===== src/rtl/core/ptz_keypad_frame_encoder_assert.svh =====
// Assertion macros for the pan/tilt keypad frame encoder.
// Included by the top level; defining NO_ASSERTIONS leaves every macro empty.
`ifndef PTZ_KEYPAD_FRAME_ENCODER_ASSERT_SVH
`define PTZ_KEYPAD_FRAME_ENCODER_ASSERT_SVH

`ifndef NO_ASSERTIONS

// Same-cycle implication, sampled on clock and disabled in reset.
`define PTZKF_ASSERT_NOW(label, pre, post) \
   label: assert property (@(posedge clock) disable iff (reset) (pre) |-> (post)) \
      else $error("ptzkf assertion failed");

// Next-cycle implication, sampled on clock and disabled in reset.
`define PTZKF_ASSERT_NEXT(label, pre, post) \
   label: assert property (@(posedge clock) disable iff (reset) (pre) |=> (post)) \
      else $error("ptzkf assertion failed");

`else

`define PTZKF_ASSERT_NOW(label, pre, post)
`define PTZKF_ASSERT_NEXT(label, pre, post)

`endif

`endif


===== src/rtl/core/ptzkf_pkg.sv =====
// Shared constants and types of the pan/tilt keypad frame encoder.
// No dependencies; imported by the encoder and frame serialiser modules.
`default_nettype none

package ptzkf_pkg;

   localparam int COUNT_BITS_DEFAULT = 16;

   localparam int CSR_DATA_BITS  = 16;
   localparam int CSR_INDEX_BITS = 2;

   // Register indexes of the configuration port.
   localparam logic [CSR_INDEX_BITS-1:0] CSR_CAMERA_ADDRESS = 2'd0;
   localparam logic [CSR_INDEX_BITS-1:0] CSR_DEBOUNCE_TICKS = 2'd1;
   localparam logic [CSR_INDEX_BITS-1:0] CSR_PAN_SPEED      = 2'd2;
   localparam logic [CSR_INDEX_BITS-1:0] CSR_TILT_SPEED     = 2'd3;

   localparam logic [7:0]  RESET_CAMERA_ADDRESS = 8'h01;
   localparam logic [15:0] RESET_DEBOUNCE_TICKS = 16'd200;
   localparam logic [7:0]  RESET_PAN_SPEED      = 8'd32;
   localparam logic [7:0]  RESET_TILT_SPEED     = 8'd32;

   localparam logic [7:0] FRAME_SYNC     = 8'hFF;
   localparam logic [7:0] FRAME_RESERVED = 8'h00;

   // Command codes.
   localparam logic [7:0] CMD_UP_LEFT    = 8'h0C;
   localparam logic [7:0] CMD_UP_RIGHT   = 8'h0A;
   localparam logic [7:0] CMD_DOWN_LEFT  = 8'h14;
   localparam logic [7:0] CMD_DOWN_RIGHT = 8'h12;
   localparam logic [7:0] CMD_UP         = 8'h08;
   localparam logic [7:0] CMD_DOWN       = 8'h10;
   localparam logic [7:0] CMD_LEFT       = 8'h04;
   localparam logic [7:0] CMD_RIGHT      = 8'h02;

   // Byte positions within a frame.
   localparam int FRAME_LEN = 7;
   localparam logic [2:0] POS_SYNC     = 3'd0;
   localparam logic [2:0] POS_ADDRESS  = 3'd1;
   localparam logic [2:0] POS_RESERVED = 3'd2;
   localparam logic [2:0] POS_COMMAND  = 3'd3;
   localparam logic [2:0] POS_DATA1    = 3'd4;
   localparam logic [2:0] POS_DATA2    = 3'd5;
   localparam logic [2:0] POS_CHECKSUM = 3'd6;

   typedef struct packed {
      logic [7:0] address;
      logic [7:0] command;
      logic [7:0] data1;
      logic [7:0] data2;
      logic [7:0] checksum;
   } frame_type;

endpackage

`default_nettype wire


===== src/rtl/core/ptzkf_req_if.sv =====
// Input channel of the keypad frame encoder: one button sample per word.
// Depends on nothing but the valid/ready handshake convention.
`default_nettype none

interface ptzkf_req_if;
   logic valid;
   logic ready;
   logic up_level;
   logic down_level;
   logic left_level;
   logic right_level;
   logic ms_tick;

   modport source (
      output valid, up_level, down_level, left_level, right_level, ms_tick,
      input  ready
   );
   modport sink (
      input  valid, up_level, down_level, left_level, right_level, ms_tick,
      output ready
   );
endinterface

`default_nettype wire


===== src/rtl/core/ptzkf_rsp_if.sv =====
// Result channel of the keypad frame encoder: one frame byte per word.
// Depends on nothing but the valid/ready handshake convention.
`default_nettype none

interface ptzkf_rsp_if;
   logic       valid;
   logic       ready;
   logic [7:0] frame_byte;
   logic       frame_end;

   modport source (
      output valid, frame_byte, frame_end,
      input  ready
   );
   modport sink (
      input  valid, frame_byte, frame_end,
      output ready
   );
endinterface

`default_nettype wire


===== src/rtl/core/ptz_keypad_frame_encoder.sv =====
// Pan/tilt keypad frame encoder.
// req_chan carries one button sample per word: four active-low direction levels
// and a millisecond tick flag. rsp_chan carries the bytes of a seven-byte
// pan/tilt command frame, frame_end marking the checksum byte. The csr_ port
// writes camera address, debounce time and the two speeds; the user writes them
// only while the block idles, which the block does not enforce. A press is
// followed by one clearing word and then a debounce phase that counts ticks;
// once it has elapsed the same word's buttons pick the command, at most one
// frame is sent, and the block waits for all buttons to be released. The first
// byte of a frame is offered in the cycle after the word that caused it, then
// one byte per cycle while the receiver is ready; a stalled receiver holds the
// current byte. One sample word is taken every cycle, except a debounce-phase
// sample while the previous frame is being sent, which waits for it to finish.
// Reset is synchronous: the block returns to idle with a cleared tick counter,
// the registers take their defaults and any frame in flight is dropped.
// Depends on ptzkf_pkg, ptzkf_req_if, ptzkf_rsp_if and ptzkf_frame_tx.
`default_nettype none

`include "ptz_keypad_frame_encoder_assert.svh"

module ptz_keypad_frame_encoder
   import ptzkf_pkg::*;
#(
   parameter int COUNT_BITS = COUNT_BITS_DEFAULT
) (
   input  wire logic                      clock,
   input  wire logic                      reset,
   ptzkf_req_if.sink                      req_chan,
   ptzkf_rsp_if.source                    rsp_chan,
   input  wire logic                      csr_write_enable,
   input  wire logic [CSR_INDEX_BITS-1:0] csr_index,
   input  wire logic [CSR_DATA_BITS-1:0]  csr_write_data
);

   localparam int CMP_BITS = (COUNT_BITS > 16) ? COUNT_BITS : 16;
   localparam logic [COUNT_BITS-1:0] COUNT_MAX = {COUNT_BITS{1'b1}};

   typedef enum logic [1:0] {
      PH_IDLE,
      PH_PRESSED,
      PH_DEBOUNCE,
      PH_WAIT_RELEASE
   } phase_type;

   phase_type             phase_ff, phase_in;
   logic [COUNT_BITS-1:0] wait_count_ff, wait_count_in;
   logic [7:0]            camera_address_ff, camera_address_in;
   logic [15:0]           debounce_ticks_ff, debounce_ticks_in;
   logic [7:0]            pan_speed_ff, pan_speed_in;
   logic [7:0]            tilt_speed_ff, tilt_speed_in;

   logic      up, down, left, right, any_pressed;
   logic      req_fire, tx_busy, frame_load, elapsed;
   logic [COUNT_BITS-1:0] count_step;
   frame_type frame;

   assign up    = !req_chan.up_level;
   assign down  = !req_chan.down_level;
   assign left  = !req_chan.left_level;
   assign right = !req_chan.right_level;
   assign any_pressed = up || down || left || right;

   // Only a debounce-phase sample can start a frame, so only that one waits.
   assign req_chan.ready = !(tx_busy && (phase_ff == PH_DEBOUNCE));
   assign req_fire = req_chan.valid && req_chan.ready;

   assign count_step = (req_chan.ms_tick && (wait_count_ff != COUNT_MAX))
                       ? wait_count_ff + 1'b1 : wait_count_ff;
   assign elapsed = (CMP_BITS'(count_step) >= CMP_BITS'(debounce_ticks_ff))
                    || (count_step == COUNT_MAX);

   assign frame_load = req_fire && (phase_ff == PH_DEBOUNCE) && elapsed && any_pressed;

   always_comb begin
      frame.address = camera_address_ff;
      frame.data1   = pan_speed_ff;
      frame.data2   = tilt_speed_ff;
      priority if (up && left) begin
         frame.command = CMD_UP_LEFT;
      end else if (up && right) begin
         frame.command = CMD_UP_RIGHT;
      end else if (down && left) begin
         frame.command = CMD_DOWN_LEFT;
      end else if (down && right) begin
         frame.command = CMD_DOWN_RIGHT;
      end else if (up) begin
         frame.command = CMD_UP;
         frame.data1   = 8'h00;
      end else if (down) begin
         frame.command = CMD_DOWN;
         frame.data1   = 8'h00;
      end else if (left) begin
         frame.command = CMD_LEFT;
         frame.data2   = 8'h00;
      end else begin
         frame.command = CMD_RIGHT;
         frame.data2   = 8'h00;
      end
      frame.checksum = frame.address + FRAME_RESERVED + frame.command
                       + frame.data1 + frame.data2;
   end

   always_comb begin
      phase_in      = phase_ff;
      wait_count_in = wait_count_ff;
      if (req_fire) begin
         unique case (phase_ff)
            PH_IDLE: begin
               if (any_pressed) phase_in = PH_PRESSED;
            end
            PH_PRESSED: begin
               wait_count_in = '0;
               phase_in      = PH_DEBOUNCE;
            end
            PH_DEBOUNCE: begin
               wait_count_in = count_step;
               if (elapsed) phase_in = PH_WAIT_RELEASE;
            end
            PH_WAIT_RELEASE: begin
               if (!any_pressed) phase_in = PH_IDLE;
            end
            default: phase_in = PH_IDLE;
         endcase
      end
   end

   always_comb begin
      camera_address_in = camera_address_ff;
      debounce_ticks_in = debounce_ticks_ff;
      pan_speed_in      = pan_speed_ff;
      tilt_speed_in     = tilt_speed_ff;
      if (csr_write_enable) begin
         unique case (csr_index)
            CSR_CAMERA_ADDRESS: camera_address_in = csr_write_data[7:0];
            CSR_DEBOUNCE_TICKS: debounce_ticks_in = csr_write_data[15:0];
            CSR_PAN_SPEED:      pan_speed_in      = csr_write_data[7:0];
            CSR_TILT_SPEED:     tilt_speed_in     = csr_write_data[7:0];
            default: ;
         endcase
      end
   end

   always_ff @(posedge clock) begin
      if (reset) begin
         phase_ff          <= PH_IDLE;
         wait_count_ff     <= '0;
         camera_address_ff <= RESET_CAMERA_ADDRESS;
         debounce_ticks_ff <= RESET_DEBOUNCE_TICKS;
         pan_speed_ff      <= RESET_PAN_SPEED;
         tilt_speed_ff     <= RESET_TILT_SPEED;
      end else begin
         phase_ff          <= phase_in;
         wait_count_ff     <= wait_count_in;
         camera_address_ff <= camera_address_in;
         debounce_ticks_ff <= debounce_ticks_in;
         pan_speed_ff      <= pan_speed_in;
         tilt_speed_ff     <= tilt_speed_in;
      end
   end

   ptzkf_frame_tx u_frame_tx (
      .clock    (clock),
      .reset    (reset),
      .load     (frame_load),
      .frame    (frame),
      .busy     (tx_busy),
      .rsp_chan (rsp_chan)
   );

   `PTZKF_ASSERT_NOW(a_load_when_free, frame_load, !tx_busy)
   `PTZKF_ASSERT_NEXT(a_load_then_release, frame_load, phase_ff == PH_WAIT_RELEASE && tx_busy)
   `PTZKF_ASSERT_NEXT(a_pressed_clears, req_fire && phase_ff == PH_PRESSED, wait_count_ff == '0)

endmodule

`default_nettype wire


===== src/rtl/core/ptzkf_frame_tx.sv =====
// Frame serialiser: holds one captured frame and sends its seven bytes in order.
// Depends on ptzkf_pkg and the ptzkf_rsp_if channel.
`default_nettype none

module ptzkf_frame_tx
   import ptzkf_pkg::*;
(
   input  wire logic      clock,
   input  wire logic      reset,
   input  wire logic      load,
   input  wire frame_type frame,
   output logic           busy,
   ptzkf_rsp_if.source    rsp_chan
);

   logic        busy_ff, busy_in;
   logic [2:0]  pos_ff, pos_in;
   frame_type   frame_ff, frame_in;
   logic        last;

   assign last = (pos_ff == POS_CHECKSUM);
   assign busy = busy_ff;

   always_comb begin
      busy_in  = busy_ff;
      pos_in   = pos_ff;
      frame_in = frame_ff;
      if (load) begin
         busy_in  = 1'b1;
         pos_in   = POS_SYNC;
         frame_in = frame;
      end else if (busy_ff && rsp_chan.ready) begin
         if (last) begin
            busy_in = 1'b0;
            pos_in  = POS_SYNC;
         end else begin
            pos_in = pos_ff + 3'd1;
         end
      end
   end

   always_ff @(posedge clock) begin
      if (reset) begin
         busy_ff <= 1'b0;
         pos_ff  <= POS_SYNC;
      end else begin
         busy_ff <= busy_in;
         pos_ff  <= pos_in;
      end
      frame_ff <= frame_in;
   end

   assign rsp_chan.valid     = busy_ff;
   assign rsp_chan.frame_end = last;

   always_comb begin
      unique case (pos_ff)
         POS_SYNC:     rsp_chan.frame_byte = FRAME_SYNC;
         POS_ADDRESS:  rsp_chan.frame_byte = frame_ff.address;
         POS_RESERVED: rsp_chan.frame_byte = FRAME_RESERVED;
         POS_COMMAND:  rsp_chan.frame_byte = frame_ff.command;
         POS_DATA1:    rsp_chan.frame_byte = frame_ff.data1;
         POS_DATA2:    rsp_chan.frame_byte = frame_ff.data2;
         POS_CHECKSUM: rsp_chan.frame_byte = frame_ff.checksum;
         default:      rsp_chan.frame_byte = FRAME_SYNC;
      endcase
   end

endmodule

`default_nettype wire

===== src/flat_wrapper.sv =====
// flat-port wrapper written by rule: the top's interface ports become plain ports
module ptz_keypad_frame_encoder_flat import ptzkf_pkg::*;
#(
   parameter int COUNT_BITS = COUNT_BITS_DEFAULT
)
  (clock, reset, csr_write_enable, csr_index, csr_write_data, req_chan_valid, req_chan_up_level, req_chan_down_level, req_chan_left_level, req_chan_right_level, req_chan_ms_tick, req_chan_ready, rsp_chan_valid, rsp_chan_frame_byte, rsp_chan_frame_end, rsp_chan_ready);
  ptzkf_req_if req_chan_i ();
  ptzkf_rsp_if rsp_chan_i ();
  input  wire logic clock;
  input  wire logic reset;
  input  wire logic csr_write_enable;
  input  wire logic [CSR_INDEX_BITS-1:0] csr_index;
  input  wire logic [CSR_DATA_BITS-1:0] csr_write_data;
  input wire logic [$bits(req_chan_i.valid)-1:0] req_chan_valid;
  input wire logic [$bits(req_chan_i.up_level)-1:0] req_chan_up_level;
  input wire logic [$bits(req_chan_i.down_level)-1:0] req_chan_down_level;
  input wire logic [$bits(req_chan_i.left_level)-1:0] req_chan_left_level;
  input wire logic [$bits(req_chan_i.right_level)-1:0] req_chan_right_level;
  input wire logic [$bits(req_chan_i.ms_tick)-1:0] req_chan_ms_tick;
  output wire logic [$bits(req_chan_i.ready)-1:0] req_chan_ready;
  output wire logic [$bits(rsp_chan_i.valid)-1:0] rsp_chan_valid;
  output wire logic [$bits(rsp_chan_i.frame_byte)-1:0] rsp_chan_frame_byte;
  output wire logic [$bits(rsp_chan_i.frame_end)-1:0] rsp_chan_frame_end;
  input wire logic [$bits(rsp_chan_i.ready)-1:0] rsp_chan_ready;
  assign req_chan_i.valid = req_chan_valid;
  assign req_chan_i.up_level = req_chan_up_level;
  assign req_chan_i.down_level = req_chan_down_level;
  assign req_chan_i.left_level = req_chan_left_level;
  assign req_chan_i.right_level = req_chan_right_level;
  assign req_chan_i.ms_tick = req_chan_ms_tick;
  assign req_chan_ready = req_chan_i.ready;
  assign rsp_chan_valid = rsp_chan_i.valid;
  assign rsp_chan_frame_byte = rsp_chan_i.frame_byte;
  assign rsp_chan_frame_end = rsp_chan_i.frame_end;
  assign rsp_chan_i.ready = rsp_chan_ready;
  ptz_keypad_frame_encoder #(.COUNT_BITS(COUNT_BITS)) u_core (.clock(clock), .reset(reset), .req_chan(req_chan_i), .rsp_chan(rsp_chan_i), .csr_write_enable(csr_write_enable), .csr_index(csr_index), .csr_write_data(csr_write_data));
endmodule

===== config.mk =====
export PLATFORM = sky130hd
export DESIGN_NAME = ptz_keypad_frame_encoder_flat
export DESIGN_NICKNAME = d
export VERILOG_FILES = /design/src/rtl/core/ptzkf_pkg.sv /design/src/rtl/core/ptzkf_req_if.sv /design/src/rtl/core/ptzkf_rsp_if.sv /design/src/rtl/core/ptz_keypad_frame_encoder.sv /design/src/rtl/core/ptzkf_frame_tx.sv /design/src/flat_wrapper.sv
export VERILOG_INCLUDE_DIRS = /design/src /design/src/rtl/core
export SDC_FILE = /design/constraint.sdc
export NUM_CORES = 1
export LEC_CHECK = 0
export ABC_AREA = 1
export BUFFER_PORTS_ARGS = -buffer_cell sky130_fd_sc_hd__buf_2
export CAP_MARGIN = 5
export CORE_UTILIZATION = 50
export DETAILED_ROUTE_END_ITERATION = 6
export PLACE_DENSITY = 0.69
export SETUP_SLACK_MARGIN = 0.1
export SLEW_MARGIN = 0
export SYNTH_ARGS = -nofsm -noshare
export SYNTH_HDL_FRONTEND = slang
export SYNTH_HIERARCHICAL = 1
export SYNTH_SLANG_ARGS = --single-unit

===== constraint.sdc =====
create_clock -name clock -period 9.35 [get_ports clock]
set_input_delay 2.805 -clock clock [delete_from_list [all_inputs] [get_ports clock]]
set_output_delay 2.805 -clock clock [all_outputs]
set_load 0.01 [all_outputs]

==> results of run 1 <==
-- cells by family (layout without fill, tap and decap cells) --
kind of cell / after synthesis / after routing
XOR/XNOR: 11 / 11
flip-flops: 102 / 102
adder cells (fa/ha/maj): 41 / 41
other: 1 / 4
AND/OR/NAND/NOR: 325 / 325
buffers and inverters: 144 / 176
AO/OA/AOI/OAI: 130 / 130
-- cell usage after synthesis, types with 8 or more instances --
cell type and n:
a21oi_1 70, clkbuf_1 13, dfxtp_1 62, edfxtp_1 40, fa_1 12, ha_1 29
inv_1 117, nand2_1 176, nand3_1 29, nand4_1 22, nor2_1 85, o21ai_0 42
o21ai_1 9, xor2_1 8
-- power by group --
group / total [mW] / switching, mW / internal (mW) / leakage [nW]
sequential: 0.492 / 0.00953 / 0.483 / 0.869
combinational: 0.133 / 0.0865 / 0.0466 / 1.74
clock: 0.387 / 0.174 / 0.213 / 0.148
total: 1.01 / 0.270 / 0.743 / 2.76
-- worst max-delay path, cell delays in order --
cell	delay [ns]
buf_2	0.12
nand2_1	0.16
inv_1	0.16
nor2_1	0.37
nor2_1	0.16
fa_1	0.53
inv_1	0.06
fa_1	0.49
inv_1	0.04
ha_1	0.34
a21oi_1	0.15
nand2_1	0.10
a21o_1	0.16
a21oi_1	0.18
xor2_1	0.11
-- metal layers --
metal / GRT usage, % / up-vias
li1: - / 2475
met1: 34.69 / 2254
met2: 36.84 / 148
met3: 2.727 / 14
met4: 6.667 / 0
met5: 0 / -
-- sequential cells by signal, indices dropped and copies added (netlist names) --
name,cells
u_core/u_frame_tx/busy,1
u_core/phase_ff,2
u_core/camera_address_ff,8
u_core/pan_speed_ff,8
u_core/u_frame_tx/frame_ff,40
u_core/tilt_speed_ff,8
u_core/wait_count_ff,16
u_core/u_frame_tx/pos_ff,3
u_core/debounce_ticks_ff,16
-- layout by cell type, fill, tap and decap left out, types with 3 or more instances in the layout --
master     netlist  final
ha_1            29     29
edfxtp_1        40     40
clkbuf_16        0      9
o21ai_1          9      9
nor2_2           3      3
nand3_1         29     29
xnor2_1          3      3
inv_1          117    117
a21oi_1         70     70
nand2_1        176    176
o211ai_1         3      3
nor2_1          85     85
inv_2            3      3
dfxtp_1         62     62
fa_1            12     12
buf_2            2     38
xor2_1           8      8
nand2_2          3      3
conb_1           1      4
nand4_1         22     22
o21ai_0         42     42
-- per-stage QoR --
step / setup WS, ns / power (mW)
5_1_grt: 3.154 / 1.058
3_3_place_gp: 3.156 / 0.6296
2_1_floorplan: 1.391 / 0.5958
3_5_place_dp: 3.121 / 0.6343
6_report: 3.489 / 1.013
4_1_cts: 3.485 / 1.017
-- final timing paths --
| kind | startpoint | depth (start not counted) | to | slack, ns |
|---|---|---|---|---|
| setup / recovery | req_chan_up_level | 15 | u_core/u_frame_tx/frame_ff[7] | 3.49 |
| hold / removal | u_core/pan_speed_ff[3] | 2 | u_core/pan_speed_ff[3] | 0.46 |
| setup reg to reg | u_core/wait_count_ff[0] | 19 | u_core/u_frame_tx/pos_ff[1] | 5.20 |
| hold reg to reg | u_core/pan_speed_ff[3] | 2 | u_core/pan_speed_ff[3] | 0.46 |
-- area by class of cell --
| type | instances | share of cell area, % |
|---|---|---|
| clock buffers | 10 | 3.609 |
| clock inverters | 6 | 1.302 |
| inverters | 121 | 7.158 |
| multi-input cells | 511 | 43.56 |
| flip-flops and latches | 102 | 38.49 |
| well taps | 140 | 2.761 |
| repair buffers | 39 | 3.116 |
==> metrics.md, run 1 <==
| Metric | Value |
|---|---|
| Area leader, netlist | `dfxtp_1` |
| Netlist cell types | `35` |
| First drt pass iteration count | `5` |
| CTS sink cnt | `102` |
| Synth Register Bits | `102` |
| H-tree level count | `3` |
| Port Buffers | `38` |
| Routed length on met3 | `692 um` |
| Maximum vdd ir drop | `0.09317 mV` |
| Total core area | `11030 um^2` |
| CTS Buf Count | `9` |
| Slew @ Worst Pin | `1.075 ns` |
| Synth warnings | `6` |
| Post-DRT Antenna Nets | `0` |
| Synth Cell Area | `5759 um^2` |
| Minimum clock period after layout | `5.861 ns` |
| Area of the die | `11950 um^2` |
| MaxCap Viol Count | `0` |
| Post-synthesis compound-gate area fraction | `11.75%` |
| Hpwl dp | `9668 um` |
| Headroom to the max-slew limit | `28.09%` |
| Rows | `38` |
| Ys flop type | `dfxtp_1` |
| Final setup fails | `0` |
| Hold Buf Count CTS | `0` |
| Hold_ws | `0.4568 ns` |
| Synth Area per Inst | `7.638 um^2` |
| Cells after Synth | `754` |
| CP arrival | `5.96 ns` |
| Post-route insts no fill | `929` |
| Layout cells sized above 1 | `9.125%` |
| Unrepaired setup endpoints after global routing | `no` |
| Endpoints failing hold | `0` |
| Final Core Density | `57.52%` |
| # IOs | `39` |
| Via Count | `4891` |
| EDFF count, synth | `40` |
| Clock root buffer | `clkbuf_16` |
| Initial drt markers | `465` |
| Ys async rst share | `0%` |
| Final Skew | `0.01028 ns` |
| Setup bufs post-CTS | `0` |
| Placed inst area | `6033 um^2` |
| Die Y | `109.3 um` |
| Area growth syn-to-layout | `10.17%` |
| Worst-Skew Late Latency | `0.35 ns` |
| Synth top area cells | `dfxtp_1 22%, edfxtp_1 21%, nand2_1 11%` |
| Largest family of logic cells by synthesized area | `simple AND/OR/NAND/NOR gates` |
| Worst endpoint required time | `9.44 ns` |
| Die X | `109.3 um` |
| GRT Total Usage | `23.64%` |
| Slew Viols, Final | `0` |
| Met2 routed WL | `5729 um` |
| Placer congestion estimate | `0.8867` |
| TritonCTS clock tree | `yes` |
| Sequential cell area fraction in the yosys report | `42.41%` |
| Antenna Cells | `0` |
| Post-DR wirelength/cell | `13.98 um` |
| Vias in the first global route | `4510` |
| Largest net degree at the start of global routing | `43` |
| Total routed wirelength | `12990 um` |
| Worst hold path type | `reg2reg` |
| P_leak | `2.761 nW` |
| Crit start category | `input pin` |
| Final nets | `853` |
| Resized cells post-CTS | `0` |
| Clock Path Buffers | `2` |
| Fill cells | `1031` |
| Xor/xnor share of the synthesized area | `1.673%` |
| Area occupied by multi-input gates | `2764 um^2` |
| Initial antenna violation count | `0` |
| Highest fanout seen on the critical path | `8` |
| Post-synthesis mux area share | `0%` |
| Power per cell area | `159.6 nW/um^2` |
| Period utilization | `62.69%` |
| Critical path class | `in2reg` |
| Met1 wire length | `6422 um` |
| Post-synth top area share | `21.55%` |
| Crit. End Element | `register` |
| Maximum clock frequency | `170.6 MHz` |
| Synthesized-area fraction occupied by adder cells | `10.47%` |
| First-pass GRT wire length | `21570 um` |
| Total congestion overflow | `0` |
| Storage element area | `2442 um^2` |
| TNS Setup | `0 ns` |
| CTS clk-pin slew, worst paths | `0.07 ns` |
| Status | `finished, final reports clean` |
| Residual DRC count | `0` |
| Via-per-instance ratio | `5.265` |
| Top sig layer | `met4` |
| Design Area, Final | `6345 um^2` |
| Initial Utilization | `52.21%` |
| # placed instances | `913` |
| Simple-gate share of the synthesized area | `23.62%` |
Note: power is estimated with default switching activity, not from simulation.
==> run 2: changes to the inputs <==
ABC_AREA = 0   (was 1)
PLACE_DENSITY = 0.72   (was 0.69)
clock period = 4.7 ns   (was 9.35 ns; I/O delays follow)
==> run 2 against run 1 <==
Cell area down 0.24%. Synthesized cell count shrank 19%. First-iteration DRC count fell by 52%. Sequential cell count unchanged. Via count down 9.4%. Critical path depth is 2 lower. Cell count fell by 15%. Global-route usage fell by 0.40 points. Wire length decreased by 2.0%. Synthesized area down 1.6%. Setup slack got worse by 3.2 ns. Register-to-register slack lost 4.7 ns.
==> metrics.md, run 2 <==
| Metric | Value |
|---|---|
| Largest net degree at the start of global routing | `64` |
| Die X | `108.5 um` |
| Total congestion overflow | `0` |
| Cells along the critical path | `buf_2 > nand3_1 > or4_1 > o21a_1 > or2_2 > ha_1 > and4_1 > nand2_1 > nor3_1 > a211oi_1 > buf_4 > a21oi_4 > buf_12` |
| Placer congestion estimate | `0.9684` |
| Post-synthesis mux area share | `3.422%` |
| Headroom to the max-slew limit | `22.12%` |
| Hold Path Depth | `2` |
| Area growth syn-to-layout | `11.68%` |
| R2r worst-path depth | `13` |
| H-tree level count | `3` |
| Worst endpoint required time | `4.74 ns` |
| Biggest regs | `u_core/u_frame_tx/frame_ff (40), u_core/debounce_ticks_ff (16), u_core/wait_count_ff (16)` |
| Slew @ Worst Pin | `1.168 ns` |
| CP peak stage delay | `0.54 ns` |
| Final Core Density | `57.88%` |
| Clock Path Buffers | `2` |
| Final setup fails | `0` |
| Hpwl dp | `9477 um` |
| Top sig layer | `met4` |
| Met2 routed WL | `6345 um` |
| Worst hold path type | `reg2reg` |
| Layout cells sized above 1 | `13.54%` |
| Minimum clock period after layout | `4.370 ns` |
| Synthesized-area fraction occupied by adder cells | `10.64%` |
| Ys flop type | `dfxtp_1` |
| Routed length on met3 | `446 um` |
| Min-Delay Endpoint | `u_core/tilt_speed_ff[7]` |
| Total core area | `10940 um^2` |
| Post-DR wirelength/cell | `16.11 um` |
| First-pass GRT wire length | `20780 um` |
| Initial Utilization | `51.83%` |
| CTS clk-pin slew, worst paths | `0.07 ns` |
| CP delay by family, top | `simple AND/OR/NAND/NOR gates` |
| Worst hold start | `u_core/tilt_speed_ff[7]` |
| Post-synth top area share | `21.90%` |
| Highest fanout seen on the critical path | `30` |
| Maximum clock frequency | `228.9 MHz` |
| Synth Area per Inst | `9.261 um^2` |
| Slowest cell on the critical path | `or4_1` |
| Via-per-instance ratio | `5.609` |
| Maximum vdd ir drop | `0.1560 mV` |
| Synth top area cells | `dfxtp_1 22%, edfxtp_1 21%, ha_1 6.4%` |
| Slew Viols, Final | `0` |
| Hold Buf Count CTS | `0` |
| Area leader, netlist | `dfxtp_1` |
| # IOs | `39` |
| CTS Buf Count | `9` |
| Fill cells | `989` |
| TritonCTS clock tree | `yes` |
| Cells after Synth | `612` |
| Crit start category | `input pin` |
| Final Skew | `0.01113 ns` |
| Status | `finished, final reports clean` |
| Initial antenna violation count | `0` |
| Hold_ws | `0.4511 ns` |
| GRT Total Usage | `23.24%` |
| Power per cell area | `296.7 nW/um^2` |
| R2R Path End | `u_core/u_frame_tx/frame_ff[36]` |
| R2R Setup Slk | `0.48 ns` |
| Ys async rst share | `0%` |
| Commonest non-fill, non-tap cells in the layout | `89 x nand2_1, 62 x dfxtp_1, 53 x inv_1` |
| Synth Register Bits | `102` |
| Post-DRT Antenna Nets | `0` |
| CTS sink cnt | `102` |
| Initial drt markers | `225` |
| Clock root buffer | `clkbuf_16` |
| Critical path class | `in2reg` |
| Post-synthesis compound-gate area fraction | `13.60%` |
| Sequential cell area fraction in the yosys report | `43.09%` |
| Period utilization | `92.97%` |
| FF-to-FF Start | `u_core/wait_count_ff[0]` |
| Endpoints failing hold | `0` |
| Max reg flops | `40` |
| Setup bufs post-CTS | `0` |
| Synth Cell Area | `5668 um^2` |
| Worst-Skew Late Latency | `0.35 ns` |
| Antenna Cells | `0` |
| Area of the die | `11770 um^2` |
| Vias in the first global route | `4317` |
| Synth warnings | `6` |
| Port Buffers | `38` |
| Crit. End Element | `register` |
| Met1 wire length | `5648 um` |
| Final nets | `714` |
| Commonest non-fill, non-tap cell in the layout | `nand2_1` |
| Synth top cells by count | `89 x nand2_1, 62 x dfxtp_1, 53 x inv_1` |
| Die Y | `108.5 um` |
| Biggest register | `u_core/u_frame_tx/frame_ff` |
| First drt pass iteration count | `5` |
| Largest family of logic cells by synthesized area | `simple AND/OR/NAND/NOR gates` |
| MaxCap Viol Count | `0` |
| Via Count | `4431` |
| P_leak | `2.480 nW` |
| Most numerous cell in the Yosys netlist | `nand2_1` |
| Residual DRC count | `0` |
| Buf+Inv Stages, Crit Path | `3` |
| Xor/xnor share of the synthesized area | `2.715%` |
| Resized cells post-CTS | `0` |
| Total routed wirelength | `12730 um` |
| CP arrival | `4.41 ns` |
| Netlist cell types | `59` |
| Rows | `38` |
| EDFF count, synth | `40` |
| Unrepaired setup endpoints after global routing | `no` |
| Simple-gate share of the synthesized area | `20.86%` |
==> run 2: changes by cell type in the layout (fill, tap and decap cells not counted), sizes merged, moves of 19 or more <==
cell	delta
o21ai	-45
nor2	-51
nand2	-90
a21oi	-20
inv	-65
nand3	-19
==> run 2: metal layers <==
layer | vias up | track usage [%]
met1 | 2130 | 29.21
li1 | 2175 | -
met2 | 105 | 39.92
met4 | 0 | 10.81
met3 | 21 | 2.592
met5 | - | 0
==> run 2: cell families (layout without fill, tap and decap cells) <==
group | count (synthesis) | in the layout
AOI/OAI and AO/OA | 118 | 118
xor gates and xnor gates | 16 | 16
adders and majority gates | 41 | 41
buffers and inverters | 82 | 117
DFF | 102 | 102
muxes | 19 | 19
other | 1 | 4
and+or+nand+nor | 233 | 233
==> run 2: worst max-delay path by stage <==
| stage | from | to | cells after the start |
|---|---|---|---|
| final | req_chan_ms_tick | u_core/u_frame_tx/frame_ff[36] | 13 |
| after global routing | req_chan_ms_tick | u_core/u_frame_tx/frame_ff[20] | 13 |
| after CTS | req_chan_ms_tick | u_core/u_frame_tx/frame_ff[27] | 13 |
| after detailed placement | req_chan_ms_tick | u_core/u_frame_tx/frame_ff[27] | 13 |
| after global placement | req_chan_ms_tick | u_core/u_frame_tx/frame_ff[35] | 13 |
| after floorplan | req_chan_ms_tick | u_core/u_frame_tx/pos_ff[0] | 11 |
==> run 2: report_power, final <==
group          internal (mW)  switching, mW  leakage, nW
Combinational         0.0669          0.104         1.45
Clock                  0.426          0.336        0.155
Sequential             0.934         0.0107        0.880
Total                   1.43          0.451         2.48
==> run 2: cell type report <==
type | instances | area, um^2 | share of cell area (%)
Tap cell | 140 | 175.2 | 2.767
Multi-Input combinational cell | 431 | 2930 | 46.29
Inverter | 54 | 202.7 | 3.202
Sequential cell | 102 | 2442 | 38.58
Timing Repair Buffer | 47 | 270.3 | 4.270
Clock buffer | 12 | 277.8 | 4.388
Clock inverter | 4 | 31.28 | 0.4942
==> run 2: worst reg2reg max path: stages (launching register included) <==
cell and delay, ns:
dfxtp_1 0.50, ha_1 0.33, nand4_1 0.19, or4_4 0.57, and2_1 0.26, mux2_2 0.32
ha_1 0.29, a21o_1 0.11, a21oi_1 0.07, o21ai_0 0.23, a211oi_1 0.14, buf_4 0.18
a21oi_4 0.45, buf_12 0.27
==> run 2: stage by stage <==
| stage | cell area (um^2) | power, mW | std cells | worst slack [ns] | setup TNS, ns |
|---|---|---|---|---|---|
| 3_5_place_dp | 6021 | 1.135 | 774 | -0.007818 | -0.1952 |
| 4_1_cts | 6330 | 1.891 | 790 | 0.3628 | 0 |
| 2_1_floorplan | 5690 | 1.077 | 615 | 0.1450 | 0 |
| 5_1_grt | 6330 | 1.955 | 790 | 0.2098 | 0 |
| 3_3_place_gp | 6021 | 1.125 | 774 | 0.1077 | 0 |
| 6_report | 6330 | 1.878 | 790 | 0.3304 | 0 |
==> run 3: changes to the inputs <==
clock period = 3.99 ns   (was 4.7 ns; I/O delays follow)
==> run 3 against run 2 <==
Utilization is 2.6 points higher. Cell area is 4.5% higher. Largest power group unchanged. Clock skew is 0.00069 ns lower. Cell count is 3.7% higher. Combinational power is 25% higher. Register-to-register slack worse by 0.15 ns. Via count is 1.2% higher. Critical path type unchanged.
==> metrics.md, run 3 (same netlist as run 2, synthesis figures left out) <==
| Metric | Value |
|---|---|
| Slew Viols, Final | `0` |
| GRT Total Usage | `23.37%` |
| CTS Buf Count | `9` |
| Maximum clock frequency | `268.3 MHz` |
| Placer congestion estimate | `0.9186` |
| Max reg flops | `40` |
| # IOs | `39` |
| Hold_ws | `0.4561 ns` |
| First-pass GRT wire length | `21040 um` |
| Period utilization | `93.41%` |
| Final Core Density | `60.47%` |
| FF-to-FF Start | `u_core/wait_count_ff[0]` |
| Fill cells | `951` |
| Slew @ Worst Pin | `1.052 ns` |
| Worst endpoint required time | `4.10 ns` |
| Unrepaired setup endpoints after global routing | `no` |
| Commonest non-fill, non-tap cells in the layout | `88 x nand2_1, 61 x dfxtp_1, 53 x inv_1` |
| Layout cells sized above 1 | `18.41%` |
| Area occupied by multi-input gates | `2998 um^2` |
| MaxCap Viol Count | `0` |
| Highest fanout seen on the critical path | `19` |
| Crit path to | `u_core/u_frame_tx/frame_ff[19]` |
| Final Skew | `0.01044 ns` |
| Die X | `108.5 um` |
| Initial drt markers | `304` |
| TNS Setup | `0 ns` |
| Minimum clock period after layout | `3.727 ns` |
| H-tree level count | `3` |
| CTS clk-pin slew, worst paths | `0.07 ns` |
| CTS sink cnt | `102` |
| Power per cell area | `326.1 nW/um^2` |
| Headroom to the max-slew limit | `29.60%` |
| Via Count | `4484` |
| Post-route insts no fill | `819` |
| Rows | `38` |
| R2R Setup Slk | `0.33 ns` |
| Post-DR wirelength/cell | `15.56 um` |
| Post-DRT Antenna Nets | `0` |
| Slowest cell on the critical path | `or4_4` |
| Worst setup path startpoint | `req_chan_ms_tick` |
| Clock Path Buffers | `2` |
| Port Buffers | `38` |
| Crit start category | `input pin` |
| Setup bufs post-CTS | `0` |
| Vias in the first global route | `4282` |
| Crit. End Element | `register` |
| First drt pass iteration count | `5` |
| Clock root buffer | `clkbuf_16` |
| Initial antenna violation count | `0` |
| Status | `finished, final reports clean` |
| Commonest non-fill, non-tap cell in the layout | `nand2_1` |
| Total routed wirelength | `12740 um` |
| P_leak | `2.624 nW` |
| Worst-Skew Late Latency | `0.35 ns` |
| NetSw | `0.5358 mW` |
| # placed instances | `803` |
| CP arrival | `3.84 ns` |
| Worst path most repeated cell | `buf_12` |
| Final nets | `743` |
| CP peak stage delay | `0.52 ns` |
| Area of the die | `11770 um^2` |
| R2R Path End | `u_core/u_frame_tx/frame_ff[19]` |
| Final setup fails | `0` |
| Antenna Cells | `0` |
| Endpoints failing hold | `0` |
| Internal | `1.621 mW` |
| Total congestion overflow | `0` |
| TritonCTS clock tree | `yes` |
| Largest net degree at the start of global routing | `36` |
| Clock power frac | `38.4%` |
| Critical path class | `in2reg` |
| Maximum vdd ir drop | `0.2210 mV` |
| Cells along the critical path | `buf_2 > nand3_4 > or4_4 > o21a_1 > or2_4 > ha_4 > and4_1 > a211oi_1 > a21oi_1 > a211oi_2 > a21oi_4 > buf_12 > buf_12` |
| Worst hold path type | `reg2reg` |
| Die Y | `108.5 um` |
| Area growth syn-to-layout | `16.67%` |
| Comb power frac | `9.9%` |
| Biggest register | `u_core/u_frame_tx/frame_ff` |
| Sw frac | `24.85%` |
| Via-per-instance ratio | `5.475` |
| Residual DRC count | `0` |
| Seq pwr share | `51.6%` |
| Biggest regs | `u_core/u_frame_tx/frame_ff (40), u_core/debounce_ticks_ff (16), u_core/wait_count_ff (16)` |
| Hpwl dp | `9880 um` |
| Total core area | `10940 um^2` |
| Storage element area | `2444 um^2` |
| R2r worst-path depth | `15` |
| Initial Utilization | `51.83%` |
## run 3: worst min path at each step
stage | start | to | cells after the start
after floorplan | u_core/camera_address_ff[5] | u_core/u_frame_tx/frame_ff[37] | 0
after detailed placement | u_core/debounce_ticks_ff[1] | u_core/debounce_ticks_ff[1] | 2
after global placement | u_core/tilt_speed_ff[4] | u_core/tilt_speed_ff[4] | 2
after global routing | u_core/debounce_ticks_ff[1] | u_core/debounce_ticks_ff[1] | 2
final | u_core/debounce_ticks_ff[1] | u_core/debounce_ticks_ff[1] | 2
after CTS | u_core/debounce_ticks_ff[1] | u_core/debounce_ticks_ff[1] | 2
## run 3: stage by stage
| stage | worst slack [ns] | instance area (um^2) | power, mW |
|---|---|---|---|
| after floorplan | -0.2148 | 5758 | 1.271 |
| after global placement | -0.01629 | 6331 | 1.342 |
| after detailed placement | -0.09743 | 6331 | 1.350 |
| after CTS | 0.2672 | 6611 | 2.173 |
| after global routing | 0.1306 | 6613 | 2.246 |
| final | 0.2628 | 6613 | 2.157 |
## run 3: cell type report
class,instances,area share [%]
flip-flops and latches,102,36.95
clock buffers,9,3.406
inverters,54,3.065
well taps,140,2.649
repair buffers,76,7.758
multi-input cells,431,45.34
clock inverters,7,0.8325
## run 3: timing repair
action	in CTS	in global routing
hold buffers	0	0
endpoints found under the hold margin	0	0
setup endpoints to repair	0	33
resized for setup	0	1
## run 3: routing by layer
layer  vias up  track usage (%)  share of wire (%)
li1       2244                -                  -
met1      2129            32.65                 48
met2        99            37.43                 46
met3        12            3.436                4.7
met4         0            7.143                1.6
met5         -                0                  0
## run 3: critical path, delay by kind of cell
family	cells	cell delay [ns]
and+or+nand+nor	4	0.99
AOI/OAI and AO/OA	5	0.96
buffers and inverters	3	0.45
adders and majority gates	1	0.24
## run 3: power by group through the flow
stage | Combinational (mW) | Clock [mW] | Sequential, mW
floorplan | 0.139 | 0 | 1.13
global placement | 0.206 | 0 | 1.14
detailed placement | 0.213 | 0 | 1.14
CTS | 0.215 | 0.845 | 1.11
global route | 0.241 | 0.890 | 1.12
finish | 0.214 | 0.829 | 1.11
